--- src/hdl/bbn_pkg.sv ---
`timescale 1ns / 1ps
// ----------------------------------------------------------------------------
// Bounding box normalizer package
// Shared widths, action codes and the command and status bundles that pass
// between the controller and the datapath.
// ----------------------------------------------------------------------------
package bbn_pkg;

  localparam int unsigned COORD_WIDTH_DEF   = 16;
  localparam int unsigned OUT_FRAC_BITS_DEF = 14;
  localparam int unsigned OUT_WIDTH         = 16;
  localparam int unsigned ACT_WIDTH         = 2;
  localparam int unsigned AXES              = 3;

  typedef enum logic [ACT_WIDTH-1:0] {
    ACT_CLEAR     = 2'd0,
    ACT_OBSERVE   = 2'd1,
    ACT_NORMALIZE = 2'd2
  } action_e;

  typedef struct packed {
    logic clear;
    logic observe;
    logic capture;
    logic prep;
    logic div_step;
    logic load_out;
  } bbn_cmd_t;

  typedef struct packed {
    logic out_free;
  } bbn_status_t;

endpackage

--- src/hdl/bbn_if.sv ---
`timescale 1ns / 1ps
// ----------------------------------------------------------------------------
// Bounding box normalizer channels
// Point channel into the block and result channel out of it, each with a
// valid/ready handshake.
// ----------------------------------------------------------------------------
interface bbn_in_if
  import bbn_pkg::*;
#(
  parameter int unsigned COORD_WIDTH = COORD_WIDTH_DEF
) ();
  logic                          valid;
  logic                          ready;
  logic [ACT_WIDTH-1:0]          action;
  logic signed [COORD_WIDTH-1:0] x_coord;
  logic signed [COORD_WIDTH-1:0] y_coord;
  logic signed [COORD_WIDTH-1:0] z_coord;

  modport source (output valid, action, x_coord, y_coord, z_coord, input ready);
  modport sink   (input valid, action, x_coord, y_coord, z_coord, output ready);
endinterface

interface bbn_out_if
  import bbn_pkg::*;
();
  logic                        valid;
  logic                        ready;
  logic signed [OUT_WIDTH-1:0] norm_x;
  logic signed [OUT_WIDTH-1:0] norm_y;
  logic signed [OUT_WIDTH-1:0] norm_z;
  logic                        empty_cloud;
  logic                        degenerate;

  modport source (output valid, norm_x, norm_y, norm_z, empty_cloud, degenerate,
                  input ready);
  modport sink   (input valid, norm_x, norm_y, norm_z, empty_cloud, degenerate,
                  output ready);
endinterface

--- src/hdl/bbn_ctrl.sv ---
`timescale 1ns / 1ps
// ----------------------------------------------------------------------------
// Bounding box normalizer controller
// Accepts beats, decodes the action and sequences the preparation, the
// division steps and the hand-off into the output register.
// ----------------------------------------------------------------------------
module bbn_ctrl
  import bbn_pkg::*;
(
  input  logic                 clk_i,
  input  logic                 rst_ni,
  input  logic                 in_valid_i,
  input  logic [ACT_WIDTH-1:0] in_action_i,
  input  bbn_status_t          status_i,
  output logic                 in_ready_o,
  output bbn_cmd_t             cmd_o
);

  localparam int unsigned CNT_W = $clog2(OUT_WIDTH);

  typedef enum logic [3:0] {
    S_IDLE = 4'b0001,
    S_PREP = 4'b0010,
    S_DIV  = 4'b0100,
    S_DONE = 4'b1000
  } state_e;

  state_e           state_q, state_d;
  logic [CNT_W-1:0] cnt_q, cnt_d;

  always_comb begin
    state_d    = state_q;
    cnt_d      = cnt_q;
    cmd_o      = '0;
    in_ready_o = 1'b0;
    case (state_q)
      S_IDLE: begin
        in_ready_o = 1'b1;
        if (in_valid_i) begin
          case (in_action_i)
            ACT_CLEAR:   cmd_o.clear   = 1'b1;
            ACT_OBSERVE: cmd_o.observe = 1'b1;
            ACT_NORMALIZE: begin
              cmd_o.capture = 1'b1;
              state_d       = S_PREP;
            end
            default: ;
          endcase
        end
      end
      S_PREP: begin
        cmd_o.prep = 1'b1;
        cnt_d      = CNT_W'(OUT_WIDTH - 1);
        state_d    = S_DIV;
      end
      S_DIV: begin
        cmd_o.div_step = 1'b1;
        if (cnt_q == '0) begin
          state_d = S_DONE;
        end else begin
          cnt_d = cnt_q - 1'b1;
        end
      end
      S_DONE: begin
        // Wait until the output register is empty or being drained.
        if (status_i.out_free) begin
          cmd_o.load_out = 1'b1;
          state_d        = S_IDLE;
        end
      end
      default: state_d = S_IDLE;
    endcase
  end

  always_ff @(posedge clk_i or negedge rst_ni) begin
    if (!rst_ni) begin
      state_q <= S_IDLE;
      cnt_q   <= '0;
    end else begin
      state_q <= state_d;
      cnt_q   <= cnt_d;
    end
  end

endmodule

--- src/hdl/bbn_dp.sv ---
`timescale 1ns / 1ps
// ----------------------------------------------------------------------------
// Bounding box normalizer datapath
// Holds the box, prepares numerators and the scale, runs three restoring
// dividers side by side and keeps the saturated result in an output register.
// ----------------------------------------------------------------------------
module bbn_dp
  import bbn_pkg::*;
#(
  parameter int unsigned COORD_WIDTH   = COORD_WIDTH_DEF,
  parameter int unsigned OUT_FRAC_BITS = OUT_FRAC_BITS_DEF
) (
  input  logic                          clk_i,
  input  logic                          rst_ni,
  input  bbn_cmd_t                      cmd_i,
  input  logic signed [COORD_WIDTH-1:0] x_i,
  input  logic signed [COORD_WIDTH-1:0] y_i,
  input  logic signed [COORD_WIDTH-1:0] z_i,
  input  logic                          out_ready_i,
  output bbn_status_t                   status_o,
  output logic                          out_valid_o,
  output logic signed [OUT_WIDTH-1:0]   norm_x_o,
  output logic signed [OUT_WIDTH-1:0]   norm_y_o,
  output logic signed [OUT_WIDTH-1:0]   norm_z_o,
  output logic                          empty_o,
  output logic                          degen_o
);

  localparam int unsigned NW   = COORD_WIDTH + 2;
  localparam int unsigned DW_A = NW + OUT_FRAC_BITS;
  localparam int unsigned DW_B = COORD_WIDTH + OUT_WIDTH - 1;
  localparam int unsigned DW   = (DW_A > DW_B) ? DW_A : DW_B;
  localparam logic [OUT_WIDTH-1:0] OUT_MAX = {1'b0, {(OUT_WIDTH-1){1'b1}}};
  localparam logic [OUT_WIDTH-1:0] OUT_MIN = {1'b1, {(OUT_WIDTH-1){1'b0}}};

  logic signed [COORD_WIDTH-1:0] pt_in [AXES];
  logic signed [COORD_WIDTH-1:0] pt_q  [AXES];
  logic signed [COORD_WIDTH-1:0] lo_q  [AXES];
  logic signed [COORD_WIDTH-1:0] hi_q  [AXES];
  logic [COORD_WIDTH:0]          ext_full [AXES];
  logic [COORD_WIDTH-1:0]        ext   [AXES];
  logic [NW-1:0]                 num   [AXES];
  logic [NW-1:0]                 mag   [AXES];
  logic [COORD_WIDTH-1:0]        scale;
  logic [DW-1:0]                 rem_q [AXES];
  logic [DW:0]                   diff  [AXES];
  logic [OUT_WIDTH-1:0]          quo_q [AXES];
  logic [OUT_WIDTH-1:0]          sat   [AXES];
  logic                          neg_q [AXES];
  logic [DW-1:0]                 dvs_q;
  logic                          have_q, empty_q, degen_q, out_valid_q;
  logic [OUT_WIDTH-1:0]          norm_q [AXES];
  logic                          out_empty_q, out_degen_q;

  assign pt_in[0] = x_i;
  assign pt_in[1] = y_i;
  assign pt_in[2] = z_i;

  // Extents, numerators 2p - lo - hi and their magnitudes.
  always_comb begin
    for (int a = 0; a < AXES; a++) begin
      ext_full[a] = {hi_q[a][COORD_WIDTH-1], hi_q[a]} - {lo_q[a][COORD_WIDTH-1], lo_q[a]};
      ext[a]      = ext_full[a][COORD_WIDTH-1:0];
      num[a]      = {pt_q[a][COORD_WIDTH-1], pt_q[a], 1'b0}
                  - {{2{lo_q[a][COORD_WIDTH-1]}}, lo_q[a]}
                  - {{2{hi_q[a][COORD_WIDTH-1]}}, hi_q[a]};
      mag[a]      = num[a][NW-1] ? (~num[a] + 1'b1) : num[a];
      diff[a]     = {1'b0, rem_q[a]} - {1'b0, dvs_q};
    end
  end

  always_comb begin
    scale = ext[0];
    if (ext[1] > scale) scale = ext[1];
    if (ext[2] > scale) scale = ext[2];
  end

  // The top quotient bit set means the true quotient reaches the output range
  // limit, so the remaining bits no longer matter.
  always_comb begin
    for (int a = 0; a < AXES; a++) begin
      if (neg_q[a]) begin
        sat[a] = quo_q[a][OUT_WIDTH-1] ? OUT_MIN : (~quo_q[a] + 1'b1);
      end else begin
        sat[a] = quo_q[a][OUT_WIDTH-1] ? OUT_MAX : quo_q[a];
      end
    end
  end

  always_ff @(posedge clk_i) begin
    if (cmd_i.observe) begin
      for (int a = 0; a < AXES; a++) begin
        if (!have_q || pt_in[a] < lo_q[a]) lo_q[a] <= pt_in[a];
        if (!have_q || pt_in[a] > hi_q[a]) hi_q[a] <= pt_in[a];
      end
    end
    if (cmd_i.capture) begin
      for (int a = 0; a < AXES; a++) pt_q[a] <= pt_in[a];
    end
    if (cmd_i.prep) begin
      for (int a = 0; a < AXES; a++) begin
        rem_q[a] <= DW'({mag[a], {OUT_FRAC_BITS{1'b0}}});
        neg_q[a] <= num[a][NW-1];
        quo_q[a] <= '0;
      end
      dvs_q   <= DW'({scale, {(OUT_WIDTH-1){1'b0}}});
      empty_q <= !have_q;
      degen_q <= (scale == '0);
    end
    if (cmd_i.div_step) begin
      for (int a = 0; a < AXES; a++) begin
        if (!diff[a][DW]) begin
          rem_q[a] <= diff[a][DW-1:0];
          quo_q[a] <= {quo_q[a][OUT_WIDTH-2:0], 1'b1};
        end else begin
          quo_q[a] <= {quo_q[a][OUT_WIDTH-2:0], 1'b0};
        end
      end
      dvs_q <= dvs_q >> 1;
    end
    if (cmd_i.load_out) begin
      for (int a = 0; a < AXES; a++) begin
        norm_q[a] <= (empty_q || degen_q) ? '0 : sat[a];
      end
      out_empty_q <= empty_q;
      out_degen_q <= !empty_q && degen_q;
    end
  end

  always_ff @(posedge clk_i or negedge rst_ni) begin
    if (!rst_ni) begin
      have_q      <= 1'b0;
      out_valid_q <= 1'b0;
    end else begin
      if (cmd_i.clear) begin
        have_q <= 1'b0;
      end else if (cmd_i.observe) begin
        have_q <= 1'b1;
      end
      if (cmd_i.load_out) begin
        out_valid_q <= 1'b1;
      end else if (out_ready_i) begin
        out_valid_q <= 1'b0;
      end
    end
  end

  assign status_o.out_free = !out_valid_q || out_ready_i;
  assign out_valid_o       = out_valid_q;
  assign norm_x_o          = norm_q[0];
  assign norm_y_o          = norm_q[1];
  assign norm_z_o          = norm_q[2];
  assign empty_o           = out_empty_q;
  assign degen_o           = out_degen_q;

endmodule

--- src/hdl/bounding_box_normalizer.sv ---
`timescale 1ns / 1ps
// ----------------------------------------------------------------------------
// Bounding box normalizer
// Maps 3D points into the cube from -1 to 1 using the cloud's bounding box.
// ----------------------------------------------------------------------------
// Usage: each beat on in_i carries an action and a point. Clear restarts the
// box, observe widens it with the point, normalize returns one beat on out_o
// holding 2*(p - center)/scale per axis in signed Q1.OUT_FRAC_BITS, truncated
// toward zero and saturated, where scale is the largest box extent.
// A normalize before any observe returns zeros with empty_cloud set; a zero
// scale returns zeros with degenerate set.
// Clear and observe can be sent every cycle while no normalize is running.
// A normalize holds in_i.ready low while it runs: a preparation step sets up
// the numerators and the scale, then three restoring dividers run side by
// side, one quotient bit per cycle until all OUT_WIDTH bits are done. The
// result is loaded into the output register as the controller returns to
// idle, so the next beat can be taken in the cycle the result becomes valid.
// The result sits in an output register, so new beats are taken while it
// waits; a stalled receiver only holds back the next normalize at its end.
// Reset empties the box and drops any result that was waiting.
// ----------------------------------------------------------------------------
module bounding_box_normalizer
  import bbn_pkg::*;
#(
  parameter int unsigned COORD_WIDTH   = COORD_WIDTH_DEF,
  parameter int unsigned OUT_FRAC_BITS = OUT_FRAC_BITS_DEF
) (
  input  logic  clk_i,
  input  logic  rst_ni,
  bbn_in_if.sink    in_i,
  bbn_out_if.source out_o
);

  bbn_cmd_t    cmd;
  bbn_status_t status;
  logic        in_ready;

  bbn_ctrl u_ctrl (
    .clk_i       (clk_i),
    .rst_ni      (rst_ni),
    .in_valid_i  (in_i.valid),
    .in_action_i (in_i.action),
    .status_i    (status),
    .in_ready_o  (in_ready),
    .cmd_o       (cmd)
  );

  bbn_dp #(
    .COORD_WIDTH   (COORD_WIDTH),
    .OUT_FRAC_BITS (OUT_FRAC_BITS)
  ) u_dp (
    .clk_i       (clk_i),
    .rst_ni      (rst_ni),
    .cmd_i       (cmd),
    .x_i         (in_i.x_coord),
    .y_i         (in_i.y_coord),
    .z_i         (in_i.z_coord),
    .out_ready_i (out_o.ready),
    .status_o    (status),
    .out_valid_o (out_o.valid),
    .norm_x_o    (out_o.norm_x),
    .norm_y_o    (out_o.norm_y),
    .norm_z_o    (out_o.norm_z),
    .empty_o     (out_o.empty_cloud),
    .degen_o     (out_o.degenerate)
  );

  assign in_i.ready = in_ready;

endmodule

--- src/flat_wrapper.sv ---
// flat-port wrapper written by rule: the top's interface ports become plain ports
module bounding_box_normalizer_flat import bbn_pkg::*;
#(
  parameter int unsigned COORD_WIDTH   = COORD_WIDTH_DEF,
  parameter int unsigned OUT_FRAC_BITS = OUT_FRAC_BITS_DEF
)
  (clk_i, rst_ni, in_i_valid, in_i_action, in_i_x_coord, in_i_y_coord, in_i_z_coord, in_i_ready, out_o_valid, out_o_norm_x, out_o_norm_y, out_o_norm_z, out_o_empty_cloud, out_o_degenerate, out_o_ready);
  bbn_in_if #(.COORD_WIDTH(COORD_WIDTH)) in_i_i ();
  bbn_out_if out_o_i ();
  input  logic clk_i;
  input  logic rst_ni;
  input wire logic [$bits(in_i_i.valid)-1:0] in_i_valid;
  input wire logic [$bits(in_i_i.action)-1:0] in_i_action;
  input wire logic [$bits(in_i_i.x_coord)-1:0] in_i_x_coord;
  input wire logic [$bits(in_i_i.y_coord)-1:0] in_i_y_coord;
  input wire logic [$bits(in_i_i.z_coord)-1:0] in_i_z_coord;
  output wire logic [$bits(in_i_i.ready)-1:0] in_i_ready;
  output wire logic [$bits(out_o_i.valid)-1:0] out_o_valid;
  output wire logic [$bits(out_o_i.norm_x)-1:0] out_o_norm_x;
  output wire logic [$bits(out_o_i.norm_y)-1:0] out_o_norm_y;
  output wire logic [$bits(out_o_i.norm_z)-1:0] out_o_norm_z;
  output wire logic [$bits(out_o_i.empty_cloud)-1:0] out_o_empty_cloud;
  output wire logic [$bits(out_o_i.degenerate)-1:0] out_o_degenerate;
  input wire logic [$bits(out_o_i.ready)-1:0] out_o_ready;
  assign in_i_i.valid = in_i_valid;
  assign in_i_i.action = in_i_action;
  assign in_i_i.x_coord = in_i_x_coord;
  assign in_i_i.y_coord = in_i_y_coord;
  assign in_i_i.z_coord = in_i_z_coord;
  assign in_i_ready = in_i_i.ready;
  assign out_o_valid = out_o_i.valid;
  assign out_o_norm_x = out_o_i.norm_x;
  assign out_o_norm_y = out_o_i.norm_y;
  assign out_o_norm_z = out_o_i.norm_z;
  assign out_o_empty_cloud = out_o_i.empty_cloud;
  assign out_o_degenerate = out_o_i.degenerate;
  assign out_o_i.ready = out_o_ready;
  bounding_box_normalizer #(.COORD_WIDTH(COORD_WIDTH), .OUT_FRAC_BITS(OUT_FRAC_BITS)) u_core (.clk_i(clk_i), .rst_ni(rst_ni), .in_i(in_i_i), .out_o(out_o_i));
endmodule
--- config.mk ---
export PLATFORM = sky130hd
export DESIGN_NAME = bounding_box_normalizer_flat
export DESIGN_NICKNAME = d
export VERILOG_FILES = /design/src/hdl/bbn_pkg.sv /design/src/hdl/bbn_if.sv /design/src/hdl/bbn_ctrl.sv /design/src/hdl/bbn_dp.sv /design/src/hdl/bounding_box_normalizer.sv /design/src/flat_wrapper.sv
export SDC_FILE = /design/constraint.sdc
export NUM_CORES = 1
export LEC_CHECK = 0
export ABC_CLOCK_PERIOD_IN_PS = 8800
export BUFFER_PORTS_ARGS = -buffer_cell sky130_fd_sc_hd__buf_2
export CAP_MARGIN = 30
export CORE_UTILIZATION = 50
export CTS_BUF_LIST = sky130_fd_sc_hd__clkbuf_4 sky130_fd_sc_hd__clkbuf_8 sky130_fd_sc_hd__clkbuf_16
export CTS_CLUSTER_SIZE = 24
export DETAILED_ROUTE_END_ITERATION = 6
export PLACE_DENSITY = 0.69
export SLEW_MARGIN = 20
export SYNTH_ARGS = -nofsm -noshare
export SYNTH_HDL_FRONTEND = slang
export SYNTH_SLANG_ARGS = --single-unit
--- constraint.sdc ---
create_clock -name clk_i -period 8.8 [get_ports clk_i]
set_clock_uncertainty 0.2 [all_clocks]
set_input_delay 0.88 -clock clk_i [delete_from_list [all_inputs] [get_ports clk_i]]
set_output_delay 0.88 -clock clk_i [all_outputs]
set_load 0.01 [all_outputs]
After elaboration in Yosys (flattened, before gate mapping)
Memories as Yosys holds them, arrays and structs flattened.
Index checks and enable logic that the tools add are counted.
- bits of input ports: 54
- memory bits (writable): 339
- memories: 7
- output and inout port bits: 52
- bits in registers: 45
- word-level logic and storage cells: 182
- reductions and logical operators: 21
- mux-type cells: 91
- magnitude comparators: 8
- equality and inequality tests: 11
- bitwise gates (word level): 15
- add/sub/neg operators: 19
- memories (name ; depth ; bits a word ; read ports ; clocked after memory_dff ; wr ports ; RTL line ; RTL):
    u_core.u_dp.rem_q ; 3 ; 32 ; 3 ; 0 ; 3 ; bbn_dp.sv:45 ; logic [DW-1:0] rem_q [AXES];
    u_core.u_dp.hi_q ; 3 ; 16 ; 3 ; 0 ; 3 ; bbn_dp.sv:39 ; logic signed [COORD_WIDTH-1:0] hi_q [AXES];
    u_core.u_dp.lo_q ; 3 ; 16 ; 3 ; 0 ; 3 ; bbn_dp.sv:38 ; logic signed [COORD_WIDTH-1:0] lo_q [AXES];
    u_core.u_dp.norm_q ; 3 ; 16 ; 3 ; 0 ; 3 ; bbn_dp.sv:52 ; logic [OUT_WIDTH-1:0] norm_q [AXES];
    u_core.u_dp.pt_q ; 3 ; 16 ; 3 ; 0 ; 3 ; bbn_dp.sv:37 ; logic signed [COORD_WIDTH-1:0] pt_q [AXES];
    u_core.u_dp.quo_q ; 3 ; 16 ; 3 ; 0 ; 3 ; bbn_dp.sv:47 ; logic [OUT_WIDTH-1:0] quo_q [AXES];
    1 more memories ; n/a ; n/a ; n/a ; n/a ; n/a ; n/a ;
- operator list (kind ; count):
    $mux W16 ; 17
    $sub A32 B31 Y33 ; 3
    $mux W32 ; 3
    $gt A16 B16 Y1 ; 5
    $add A18 B1 Y18 const B ; 3
    $mux W1 ; 54
    $mux W18 ; 3
    $not A18 Y18 ; 3
    $sub A17 B16 Y18 ; 3
    $sub A18 B18 Y18 ; 3
    $add A16 B1 Y16 const B ; 3
    $lt A16 B16 Y1 ; 3
    $not A16 Y16 ; 3
    $sub A16 B16 Y16 ; 3
    $mux W15 ; 3
    $mux W31 ; 1
    $mux W30 ; 1
    $mux W4 ; 5
    $logic_not A16 Y1 ; 1
    $pmux W4 S4 ; 1
    $or A1 B1 Y1 ; 9
    $logic_or A1 B1 Y1 ; 8
    $pmux W4 S2 ; 1
    $reduce_bool A2 Y1 ; 4
    other kinds (16) ; 22

Depth between registers and ports, before layout
Gate-level depths: netlist (run 1).
An unclocked memory read counts as a cell.
- depth in word-level cells: 8
- gate-level depth with buffers: 36
- gate-level depth less buffers: 34

By module
Synthesis (run 1) repeated with hierarchy kept, for this count alone.
- cell total of the unflattened synthesis: 2988
- area total of the unflattened synthesis: 29955.0 um2
- by module, submodules not included (module ; sequential area each (um2) ; cells each ; area each (um2) ; instances):
    bbn_dp ; 11270.8 ; 2943 ; 29444.5 ; 1
    bbn_ctrl ; 201.4 ; 45 ; 510.5 ; 1

Least setup slack after synthesis (run 1)
Ideal clock, no wire load.
- path kind: reg2reg
- start point: memory u_core.u_dp.hi_q[0][16] (netlist bit)
- end point: register u_core.u_dp.degen_q, data pin
- path slack: 1.830 ns
- library setup time: 0.170 ns
- cell stages (with the launch flop): 32
- period minus slack after synthesis: 6.970 ns
- required time: 8.430 ns
- arrival time: 6.600 ns
- buffers on the path: 2
- cells stage by stage: edfxtp_1 > inv_1 > ha_1 > inv_1 > fa_1 > nand2b_1 > a21oi_1 > o31ai_1 > a211oi_1 > a2111oi_0 > o21bai_1 > a21o_1 > xnor2_1 > ha_1 > nand4_1 > nor2_1 > nand2_1 > or4_4 > a21oi_2 > buf_6 > mux2i_1 > ha_1 > nor2b_1 > o21a_1 > o21a_1 > o21ai_0 > a21oi_1 > o31ai_1 > clkbuf_1 > mux2i_1 > or4b_1 > nor4_2
- RTL lines (element ; RTL line ; RTL):
    start: declaration ; bbn_dp.sv:39 ;
    end signal: assignment ; bbn_dp.sv:108 ; degen_q <= (scale == '0);
    end: declaration ; bbn_dp.sv:51 ; logic have_q, empty_q, degen_q, out_valid_q;

==> results of run 1 <==
## logic make-up (layout without fill, tap and decap cells)
logic type,count (synthesis),in the layout
XOR/XNOR,226,226
AND/OR/NAND/NOR,794,794
adder cells (fa/ha/maj),419,419
multiplexers,79,79
buffers and inverters,308,468
AO/OA/AOI/OAI,667,667
flip-flops,384,384
## power by group
part | switching [mW] | internal (mW) | total (mW)
clock | 0.805 | 1.10 | 1.90
sequential | 0.0207 | 2.09 | 2.11
combinational | 0.737 | 0.498 | 1.24
total | 1.56 | 3.68 | 5.25
## layer usage
layer,up-vias,part of all wire (%),global-route usage [%]
met1,10500,45,31.1
met2,473,47,40.0
li1,10700,-,-
met4,0,3.0,7.61
met3,123,4.2,2.75
met5,-,0,0
## registers in the layout (all words and copies together), names as in the netlist, 4 cells and up
register               cells
u_core.u_dp.rem_q         96
u_core.u_dp.hi_q          48
u_core.u_dp.lo_q          48
u_core.u_dp.norm_q        48
u_core.u_dp.pt_q          48
u_core.u_dp.quo_q         48
u_core.u_dp.dvs_q         31
u_core.u_ctrl.cnt_q        4
u_core.u_ctrl.state_q      4
## layout make-up
cell class,instances,area [µm²],area share [%]
Sequential cell,384,11500,35.3
Multi-Input combinational cell,2185,16800,51.9
Clock buffer,63,1290,3.98
Clock inverter,21,221,0.682
Inverter,255,957,2.95
Timing Repair Buffer,129,718,2.21
Tap cell,765,957,2.95
## cell usage in the layout (no fill, tap or decap), types with 9 or more instances in the layout
cell type  instances
nand4_1           33
nor3b_1           21
a31oi_1           27
o31ai_1           20
o21a_1            41
mux2i_1           67
fa_1              54
or3_1             10
clkbuf_16         46
ha_1             365
o211ai_1          21
xor2_1            91
or2_2             15
nand3_1           33
buf_2            106
edfxtp_1         373
dfrtp_1            9
o22a_1            20
clkinv_2           9
a21oi_1          170
nor4_1            12
inv_1            255
nand2b_1          38
o21bai_1          24
and3_1            53
xnor2_1          135
nor2_1           279
a21o_1           100
nor3_1            55
mux2_2            12
nor2b_1           42
clkbuf_4          16
a211oi_1          23
buf_4             20
o41ai_1           11
o21ai_0          111
and2_1            11
nand2_1          151
## critical path, delay by kind of cell, from the launching register on
| kind | cells | cell delay [ns] |
|---|---|---|
| AO/OA/AOI/OAI | 14 | 3.53 |
| XOR/XNOR | 1 | 0.26 |
| adder cells (fa/ha/maj) | 4 | 1.04 |
| buffers and inverters | 2 | 0.16 |
| flip-flops | 1 | 0.42 |
| multiplexers | 1 | 0.34 |
| AND/OR/NAND/NOR | 9 | 1.97 |
## metrics by stage
stage | total power, mW | setup WS (ns) | instances
detailed placement | 3.36 | 0.788 | 3716
floorplan | 3.03 | 1.83 | 2877
finish | 5.25 | 0.662 | 3802
global placement | 3.33 | 0.835 | 3714
global route | 5.48 | 0.0841 | 3802
CTS | 5.27 | 0.721 | 3801
## final timing paths
check | startpoint | endpoint | slack (ns) | cells after the start
max | u_core.u_dp.lo_q[0][0]$_DFFE_PP_ | u_core.u_dp.degen_q$_DFFE_PP_ | 0.66 | 31
min | in_i_z_coord[3] | u_core.u_dp.hi_q[0][35]$_DFFE_PP_ | 0.31 | 1
max reg2reg | u_core.u_dp.lo_q[0][0]$_DFFE_PP_ | u_core.u_dp.degen_q$_DFFE_PP_ | 0.66 | 31
min reg2reg | u_core.u_ctrl.cnt_q[0]$_DFFE_PN0P_ | u_core.u_ctrl.cnt_q[0]$_DFFE_PN0P_ | 0.32 | 1
max in group asynchronous | rst_ni | u_core.u_ctrl.state_q[0]$_DFFE_PN1P_ | 7.65 | 2
min in group asynchronous | rst_ni | u_core.u_dp.have_q$_DFFE_PN0P_ | 0.48 | 2
## what timing repair did
action                                 in CTS  in global routing
endpoints found under the hold margin       9                  0
hold buffers                                1                  0
resized for setup                           0                  0
## cells in the mapped netlist (9+ instances only)
library cell    n  area [µm²]
clkbuf_1       39         146
nor3b_1        21         158
a211oi_1       23         173
a31oi_1        30         188
nor4_1         12        75.1
o31ai_1        21         158
o21a_1         41         308
fa_1           54        1080
nand3_1        33         165
or2_2          15        93.8
nor2b_1        43         269
or3_1          10        62.6
and2_1         12        75.1
nor2_1        281        1050
inv_1         255         957
mux2_2         12         135
a21oi_1       170         851
a21o_1        100         751
xor2_1         91         797
dfrtp_1         9         225
and3_1         53         332
nand2_1       153         574
ha_1          365        4570
nor3_1         56         280
edfxtp_1      373       11200
mux2i_1        67         671
o21ai_0       114         571
o22a_1         20         175
o21bai_1       24         180
xnor2_1       135        1180
nand2b_1       38         238
o211ai_1       21         158
o41ai_1        11        96.3
nand4_1        33         206
==> flow_metrics.env, run 1 <==
export IMPL_status="finished, final reports clean"
export IMPL_grt_pass1_wl_mm=113
export IMPL_post_cts_buffers=0
export IMPL_globalRouteTotalUtil_pct=23.5
export IMPL_grt_max_degree=53
export IMPL_muxShareOfSynthArea_pct=2.74
export IMPL_worstPathArrival_ns=8.34
export IMPL_max_freq_mhz=123
export IMPL_hold_viol=0
export IMPL_dr_pass1_iters=5
export IMPL_core_um2=57900
export IMPL_drive_above_1_share_pct=8.99
export IMPL_grt_pass1_vias=21700
export IMPL_htree_num_levels=2
export IMPL_synth_xor_area_share_pct=6.73
export IMPL_io_buffer_count=105
export IMPL_clk_path_buf_depth=3
export IMPL_synth_simple_gate_area_share_pct=13.2
export IMPL_tightest_slew_ns=0.982
export IMPL_netlist_area_um2=29400
export IMPL_avgViaCountPerCell=5.72
export IMPL_clock_sinks=384
export IMPL_fin_area_um2=32500
export IMPL_rsz0062_at_grt="false"
export IMPL_antenna_cells=0
export IMPL_cellLeakagePower_nw=14.4
export IMPL_die_w_um=245
export IMPL_dp_hpwl_mm=54.0
export IMPL_antenna_left=0
export IMPL_crit_type="flip-flop to flip-flop"
export IMPL_final_max_slew_violation_count=0
export IMPL_tritoncts="built"
export IMPL_avgSynthCellArea_um2=10.2
export IMPL_clk_latency_ns=0.61
export IMPL_syn_inst=2877
export IMPL_drt_wl_total_mm=70.7
export IMPL_synth_adder_area_share_pct=19.2
export IMPL_yosysSeqAreaShare_pct=39.0
export IMPL_peakVddDrop_mv=0.158
export IMPL_nets=3474
export IMPL_synth_compound_area_share_pct=15.1
export IMPL_relSlewSlack_pct=34.1
export IMPL_synth_nets=3350
export IMPL_synth_edf_count=373
export IMPL_cp_start_kind="flip-flop"
export IMPL_num_io_pins=106
export IMPL_synth_warnings=0
export IMPL_cts_buffers=46
export IMPL_syn_to_final_growth_pct=10.3
export IMPL_cap_violations=0
export IMPL_cts_root_buf="clkbuf_16"
export IMPL_ys_ff_latch=384
export IMPL_hold_slack_ns=0.315
export IMPL_vias=21700
export IMPL_cpMaxStageDelayCell="a2111oi_0"
export IMPL_power_density_nw_per_um2=162
export IMPL_drc=0
export IMPL_hold_path_class="input pin to flip-flop"
export IMPL_yosysUniqueCellTypes=89
export IMPL_nFillCells=4950
export IMPL_clk_pin_slew_ns=0.06
export IMPL_utilization_pct=56.1
export IMPL_drtIter0Drc=1282
export IMPL_fin_crit_sh_pct=92.5
export IMPL_critPathMaxFanout=15
export IMPL_critPathCaptureType="flip-flop"
export IMPL_antenna_found_initial=0
export IMPL_die_area_um2=59800
export IMPL_ys_async_sr_fraction_pct=2.60
export IMPL_tns_ns=0
export IMPL_initial_utilization_pct=50.8
export IMPL_finalSetupViolations=0
export IMPL_die_h_um=245
export IMPL_period_needed_ns=8.14
export IMPL_placementRows=88
export IMPL_crit_path_max_incr_delay_ns=0.55
export IMPL_synth_top_family_by_area="adder cells"
export IMPL_gp_congestion=0.889
export IMPL_avgRoutedWirePerCell_um=18.6
export IMPL_synthFlopType="edfxtp_1"
export IMPL_overflow=0
export IMPL_dpl_cell_area_um2=30900
export IMPL_required_ns=9.00
(Power assumes the default switching activity.)
==> run 2: changes to the inputs <==
- ABC_AREA: not set -> 1
==> run 2 against run 1 <==
Net effect:
- clock-buffer cell count down 12
- via count up 4.4%
- global-route usage down 0.75 points
- critical path type unchanged
- highest routed layer unchanged
==> flow_metrics.env, run 2 <==
export IMPL_status="finished, final reports clean"
export IMPL_nFillCells=5431
export IMPL_grt_pass1_vias=22000
export IMPL_yosys_area_top_type="edfxtp_1"
export IMPL_antenna_left=0
export IMPL_overflow=0
export IMPL_critPathCaptureType="flip-flop"
export IMPL_crit_path_frequent_cell="nand2_1"
export IMPL_clk_path_buf_depth=3
export IMPL_peakVddDrop_mv=0.204
export IMPL_cts_root_buf="clkbuf_16"
export IMPL_cellLeakagePower_nw=14.9
export IMPL_globalRouteTotalUtil_pct=22.8
export IMPL_hold_path_class="flip-flop to flip-flop"
export IMPL_dp_hpwl_mm=52.5
export IMPL_cts_resized=0
export IMPL_largest_reg_flops=96
export IMPL_wl_met3_mm=2.77
export IMPL_dpl_cell_area_um2=31100
export IMPL_cap_violations=0
export IMPL_required_ns=8.96
export IMPL_synth_top_area_share_pct=37.6
export IMPL_post_cts_buffers=0
export IMPL_final_common_cell="nand2_1"
export IMPL_hold_slack_ns=0.298
export IMPL_regMostFlops="u_core.u_dp.rem_q"
export IMPL_placementRows=89
export IMPL_synth_warnings=0
export IMPL_synth_area_leaders="edfxtp_1 38%, ha_1 15%, nand2_1 7.0%"
export IMPL_vias=22700
export IMPL_syn_inst=3367
export IMPL_final_cells=4299
export IMPL_netlist_area_um2=29800
export IMPL_hold_viol=0
export IMPL_total_power_mw=12.2
export IMPL_critPathMaxFanout=20
export IMPL_topRoutingLayerUsed="met4"
export IMPL_tritoncts="built"
export IMPL_die_w_um=246
export IMPL_cts_buffers=45
export IMPL_antenna_cells=0
export IMPL_cp_start_kind="flip-flop"
export IMPL_tns_ns=0
export IMPL_antenna_found_initial=0
export IMPL_avgSynthCellArea_um2=8.84
export IMPL_clk_latency_ns=0.61
export IMPL_max_freq_mhz=150
export IMPL_cpMaxStageDelayCell="fa_1"
export IMPL_power_density_nw_per_um2=372
export IMPL_num_io_pins=106
export IMPL_route_met2_wl_mm=31.9
export IMPL_synth_edf_count=373
export IMPL_avgRoutedWirePerCell_um=15.8
export IMPL_cp_num_buf_inv=6
export IMPL_core_um2=58900
export IMPL_clk_pin_slew_ns=0.06
export IMPL_cp_top_family="simple AND/OR/NAND/NOR gates"
export IMPL_final_max_slew_violation_count=0
export IMPL_place_inst=4216
export IMPL_fin_area_um2=32700
export IMPL_nets=3965
export IMPL_drive_above_1_share_pct=7.46
export IMPL_wl_met1_mm=31.8
export IMPL_dr_pass1_iters=5
export IMPL_syn_to_final_growth_pct=9.79
export IMPL_synthFlopType="edfxtp_1"
export IMPL_worstPathArrival_ns=6.84
export IMPL_yosysSeqAreaShare_pct=38.5
export IMPL_drc=0
export IMPL_ys_async_sr_fraction_pct=2.60
export IMPL_yosysUniqueCellTypes=63
export IMPL_drtIter0Drc=1578
export IMPL_die_area_um2=60500
export IMPL_fin_crit_sh_pct=76.0
export IMPL_synth_nets=3840
export IMPL_initial_utilization_pct=50.5
export IMPL_holdBufCountCts=1
export IMPL_rsz0062_at_grt="false"
export IMPL_synth_most_common_cell="nand2_1"
export IMPL_ys_ff_latch=384
export IMPL_htree_num_levels=2
export IMPL_crit_type="flip-flop to flip-flop"
export IMPL_crit_path_max_incr_delay_ns=0.46
export IMPL_tightest_slew_ns=0.964
export IMPL_clock_sinks=384
export IMPL_avgViaCountPerCell=5.28
export IMPL_io_buffer_count=105
export IMPL_mostFrequentLayoutCells="552 x nand2_1, 500 x inv_1, 373 x edfxtp_1, 365 x ha_1, 290 x a21oi_1"
export IMPL_period_needed_ns=6.68
export IMPL_gp_congestion=0.905
export IMPL_die_h_um=246
export IMPL_grt_max_degree=95
export IMPL_grt_pass1_wl_mm=111
export IMPL_finalSetupViolations=0
export IMPL_drt_wl_total_mm=67.9
export IMPL_relSlewSlack_pct=35.7
export IMPL_netlist_top_cells_count="553 x nand2_1, 501 x inv_1, 373 x edfxtp_1, 365 x ha_1, 290 x a21oi_1"
[run 2: changes by cell type after synthesis, sizes merged, moves of 67 or more]
cell   delta
o21ai   +101
nand2   +417
a21oi   +121
inv     +249
nand3    +88
a21o     -86
mux2i    -67
[run 2: metrics by stage]
| step | utilization (%) | worst slack [ns] |
|---|---|---|
| 2_1_floorplan | - | 3.31 |
| 3_3_place_gp | 52.9 | 2.33 |
| 3_5_place_dp | 52.9 | 2.21 |
| 4_1_cts | 55.4 | 2.17 |
| 5_1_grt | 55.5 | 1.48 |
| 6_report | 55.5 | 2.12 |
[run 2: cell families after synthesis]
family / share of synthesized area [%]
simple gates: 16.4
fa+ha+maj: 19.0
buf+inv: 7.34
xor+xnor: 6.38
flops: 38.5
compound gates: 12.3
[run 2: cell type report]
| type | count | area (µm²) | share of cell area (%) |
|---|---|---|---|
| Inverter | 504 | 1890 | 5.79 |
| Clock buffer | 51 | 1170 | 3.58 |
| Timing Repair Buffer | 126 | 706 | 2.16 |
| Tap cell | 773 | 967 | 2.96 |
| Clock inverter | 30 | 335 | 1.03 |
| Multi-Input combinational cell | 2431 | 16100 | 49.4 |
| Sequential cell | 384 | 11500 | 35.1 |
[run 2: report_power, final]
| group | internal, mW | switching [mW] |
|---|---|---|
| sequential | 2.85 | 0.218 |
| combinational | 2.59 | 4.59 |
| clock | 1.11 | 0.804 |
[run 2: per-layer routing]
layer  up-vias  track usage [%]
li1      11700                -
met1     10500             30.6
met2       432             38.8
met3        83             2.61
met4         0             5.74
met5         -                0
[run 2: final timing paths]
kind                                               startpoint                                   end  slack [ns]  cells after the start
min reg2reg                u_core.u_ctrl.cnt_q[0]$_DFFE_PN0P_    u_core.u_ctrl.cnt_q[0]$_DFFE_PN0P_        0.30                      1
max in group asynchronous                              rst_ni  u_core.u_ctrl.state_q[0]$_DFFE_PN1P_        7.66                      2
min                        u_core.u_ctrl.cnt_q[0]$_DFFE_PN0P_    u_core.u_ctrl.cnt_q[0]$_DFFE_PN0P_        0.30                      1
min in group asynchronous                              rst_ni   u_core.u_dp.out_valid_o$_DFFE_PN0P_        0.48                      2
max reg2reg                 u_core.u_dp.hi_q[0][16]$_DFFE_PP_         u_core.u_dp.degen_q$_DFFE_PP_        2.12                     41
max                         u_core.u_dp.hi_q[0][16]$_DFFE_PP_         u_core.u_dp.degen_q$_DFFE_PP_        2.12                     41
==> run 3: changes to the inputs <==
- ABC_CLOCK_PERIOD_IN_PS: 8800 -> 5500
- PLACE_DENSITY: 0.69 -> 0.71
- clock period: 8.8 -> 5.5 ns (I/O delays scaled with it)
==> run 3 against run 2 <==
Net effect:
- the run now ends with setup timing left
- design area rose by 5.5%
- worst hold slack got worse by 0.27 ns
- routed wire length grew 2.7%
- first-iteration DRC count down 13%
- worst setup slack worse by 2.2 ns
- flip-flop and latch count did not move
- critical path type unchanged
- highest routed layer is now met5
==> flow_metrics.env, run 3 (same netlist as run 2, synthesis figures left out) <==
export IMPL_status="complete, but fails checks"
export IMPL_violations="setup timing"
export IMPL_drt_wl_total_mm=69.7
export IMPL_multiInputGateArea_um2=16600
export IMPL_busiest_layer="met2"
export IMPL_met1_usage_pct=30.6
export IMPL_cts_buffers=44
export IMPL_peakVddDrop_mv=0.302
export IMPL_rsz0062_at_grt="true"
export IMPL_critPathMaxFanout=7
export IMPL_gp_congestion=0.919
export IMPL_dr_pass1_iters=5
export IMPL_cp_start_kind="flip-flop"
export IMPL_hold_slack_ns=0.0262
export IMPL_fin_area_um2=34500
export IMPL_required_ns=5.64
export IMPL_num_io_pins=106
export IMPL_final_common_cell="nand2_1"
export IMPL_grt_pass1_vias=22600
export IMPL_hold_viol=0
export IMPL_switching_share_pct=45.5
export IMPL_syn_to_final_growth_pct=15.9
export IMPL_clock_sinks=384
export IMPL_regMostFlops="u_core.u_dp.rem_q"
export IMPL_critPathCaptureType="flip-flop"
export IMPL_place_inst=4325
export IMPL_utilization_pct=58.6
export IMPL_fin_crit_sh_pct=101
export IMPL_nFillCells=5070
export IMPL_drc=0
export IMPL_dp_hpwl_mm=53.2
export IMPL_tritoncts="built"
export IMPL_antenna_left=0
export IMPL_mostFrequentLayoutCells="524 x nand2_1, 483 x inv_1, 373 x edfxtp_1, 352 x ha_1, 283 x a21oi_1"
export IMPL_avgRoutedWirePerCell_um=15.6
export IMPL_nets=4129
export IMPL_crit_path_max_incr_delay_ns=0.41
export IMPL_relSlewSlack_pct=32.5
export IMPL_power_density_nw_per_um2=590
export IMPL_grt_pass1_wl_mm=113
export IMPL_max_freq_mhz=180
export IMPL_avgViaCountPerCell=5.28
export IMPL_crit_type="flip-flop to flip-flop"
export IMPL_antenna_found_initial=2
export IMPL_overflow=0
export IMPL_dpl_cell_area_um2=32000
export IMPL_combPwrFrac_pct=60.8
export IMPL_core_um2=58900
export IMPL_cts_root_buf="clkbuf_16"
export IMPL_die_h_um=246
export IMPL_seq_power_share_pct=24.2
export IMPL_tightest_slew_ns=1.01
export IMPL_die_area_um2=60500
export IMPL_initial_utilization_pct=50.5
export IMPL_power_internal_mw=11.1
export IMPL_met3_usage_pct=2.61
export IMPL_final_max_slew_violation_count=0
export IMPL_cellLeakagePower_nw=15.8
export IMPL_drive_above_1_share_pct=13.5
export IMPL_clk_latency_ns=0.61
export IMPL_final_cells=4465
export IMPL_clk_path_buf_depth=3
export IMPL_largest_reg_flops=96
export IMPL_grt_max_degree=57
export IMPL_clk_pin_slew_ns=0.06
export IMPL_worstPathArrival_ns=5.68
export IMPL_finalSetupViolations=2
export IMPL_tns_ns=-0.0528
export IMPL_cap_violations=0
export IMPL_cpMaxStageDelayCell="edfxtp_1"
export IMPL_htree_num_levels=2
export IMPL_total_power_mw=20.4
export IMPL_placementRows=89
export IMPL_drtIter0Drc=1370
export IMPL_seqCellArea_um2=11500
export IMPL_globalRouteTotalUtil_pct=23.1
export IMPL_period_needed_ns=5.54
export IMPL_use_met2_pct=39.6
export IMPL_io_buffer_count=105
export IMPL_vias=23600
export IMPL_p_clk_share_pct=15.0
export IMPL_hold_path_class="input pin to flip-flop"
export IMPL_power_switching_mw=9.27
export IMPL_dp_slack_ns=-0.176
export IMPL_setup_ws_ns=-0.0406
export IMPL_die_w_um=246
-- run 3: final timing paths --
path,startpoint,cells after the start,endpoint,slack (ns)
max,u_core.u_dp.hi_q[0][0]$_DFFE_PP_,43,u_core.u_dp.degen_q$_DFFE_PP_,-0.04
min,in_i_z_coord[11],1,u_core.u_dp.lo_q[0][43]$_DFFE_PP_,0.03
max reg2reg,u_core.u_dp.hi_q[0][0]$_DFFE_PP_,43,u_core.u_dp.degen_q$_DFFE_PP_,-0.04
min reg2reg,u_core.u_ctrl.cnt_q[0]$_DFFE_PN0P_,1,u_core.u_ctrl.cnt_q[0]$_DFFE_PN0P_,0.30
max in group asynchronous,rst_ni,2,u_core.u_ctrl.state_q[0]$_DFFE_PN1P_,4.71
min in group asynchronous,rst_ni,2,u_core.u_ctrl.cnt_q[2]$_DFFE_PN0P_,0.13
-- run 3: power by group through the flow --
stage	clock, mW	sequential [mW]	combinational, mW
floorplan	0	4.88	8.93
global placement	0	4.98	11.6
CTS	3.12	4.93	12.0
global route	3.22	5.00	14.0
finish	3.05	4.93	12.4
detailed placement	0	4.99	11.8
-- run 3: area by class of cell --
cell class                 instances  area share, %
tap                              773           2.80
clock buffer                      60           3.72
inverter                         504           5.51
multi-input combinational       2431           48.1
antenna                            1        0.00725
timing repair buffer             290           5.96
clock inverter                    21          0.671
sequential                       384           33.3
timing repair inverter             1         0.0145
-- run 3: repair_timing --
action,CTS,global route
hold buffers,30,0
hold endpoints to repair,91,0
endpoints found under the setup margin,16,17
resized for setup,29,106
cloned,1,1
pin swaps,23,56
setup buffers,15,12
-- run 3: worst max-delay path: cells and delay by family, from the launching register on --
family                     cells  cell delay (ns)
adders and majority gates      4             1.02
DFF                            1             0.41
and+or+nand+nor               27             2.13
AOI/OAI and AO/OA              4             0.63
xor gates and xnor gates       1             0.17
buffers and inverters          7             0.74
-- run 3: metal layers --
| layer | vias to the layer above | routed length [µm] |
|---|---|---|
| li1 | 12000 | - |
| met1 | 10900 | 31300 |
| met2 | 508 | 33200 |
| met3 | 122 | 3280 |
| met5 | - | 12 |
| met4 | 2 | 1980 |
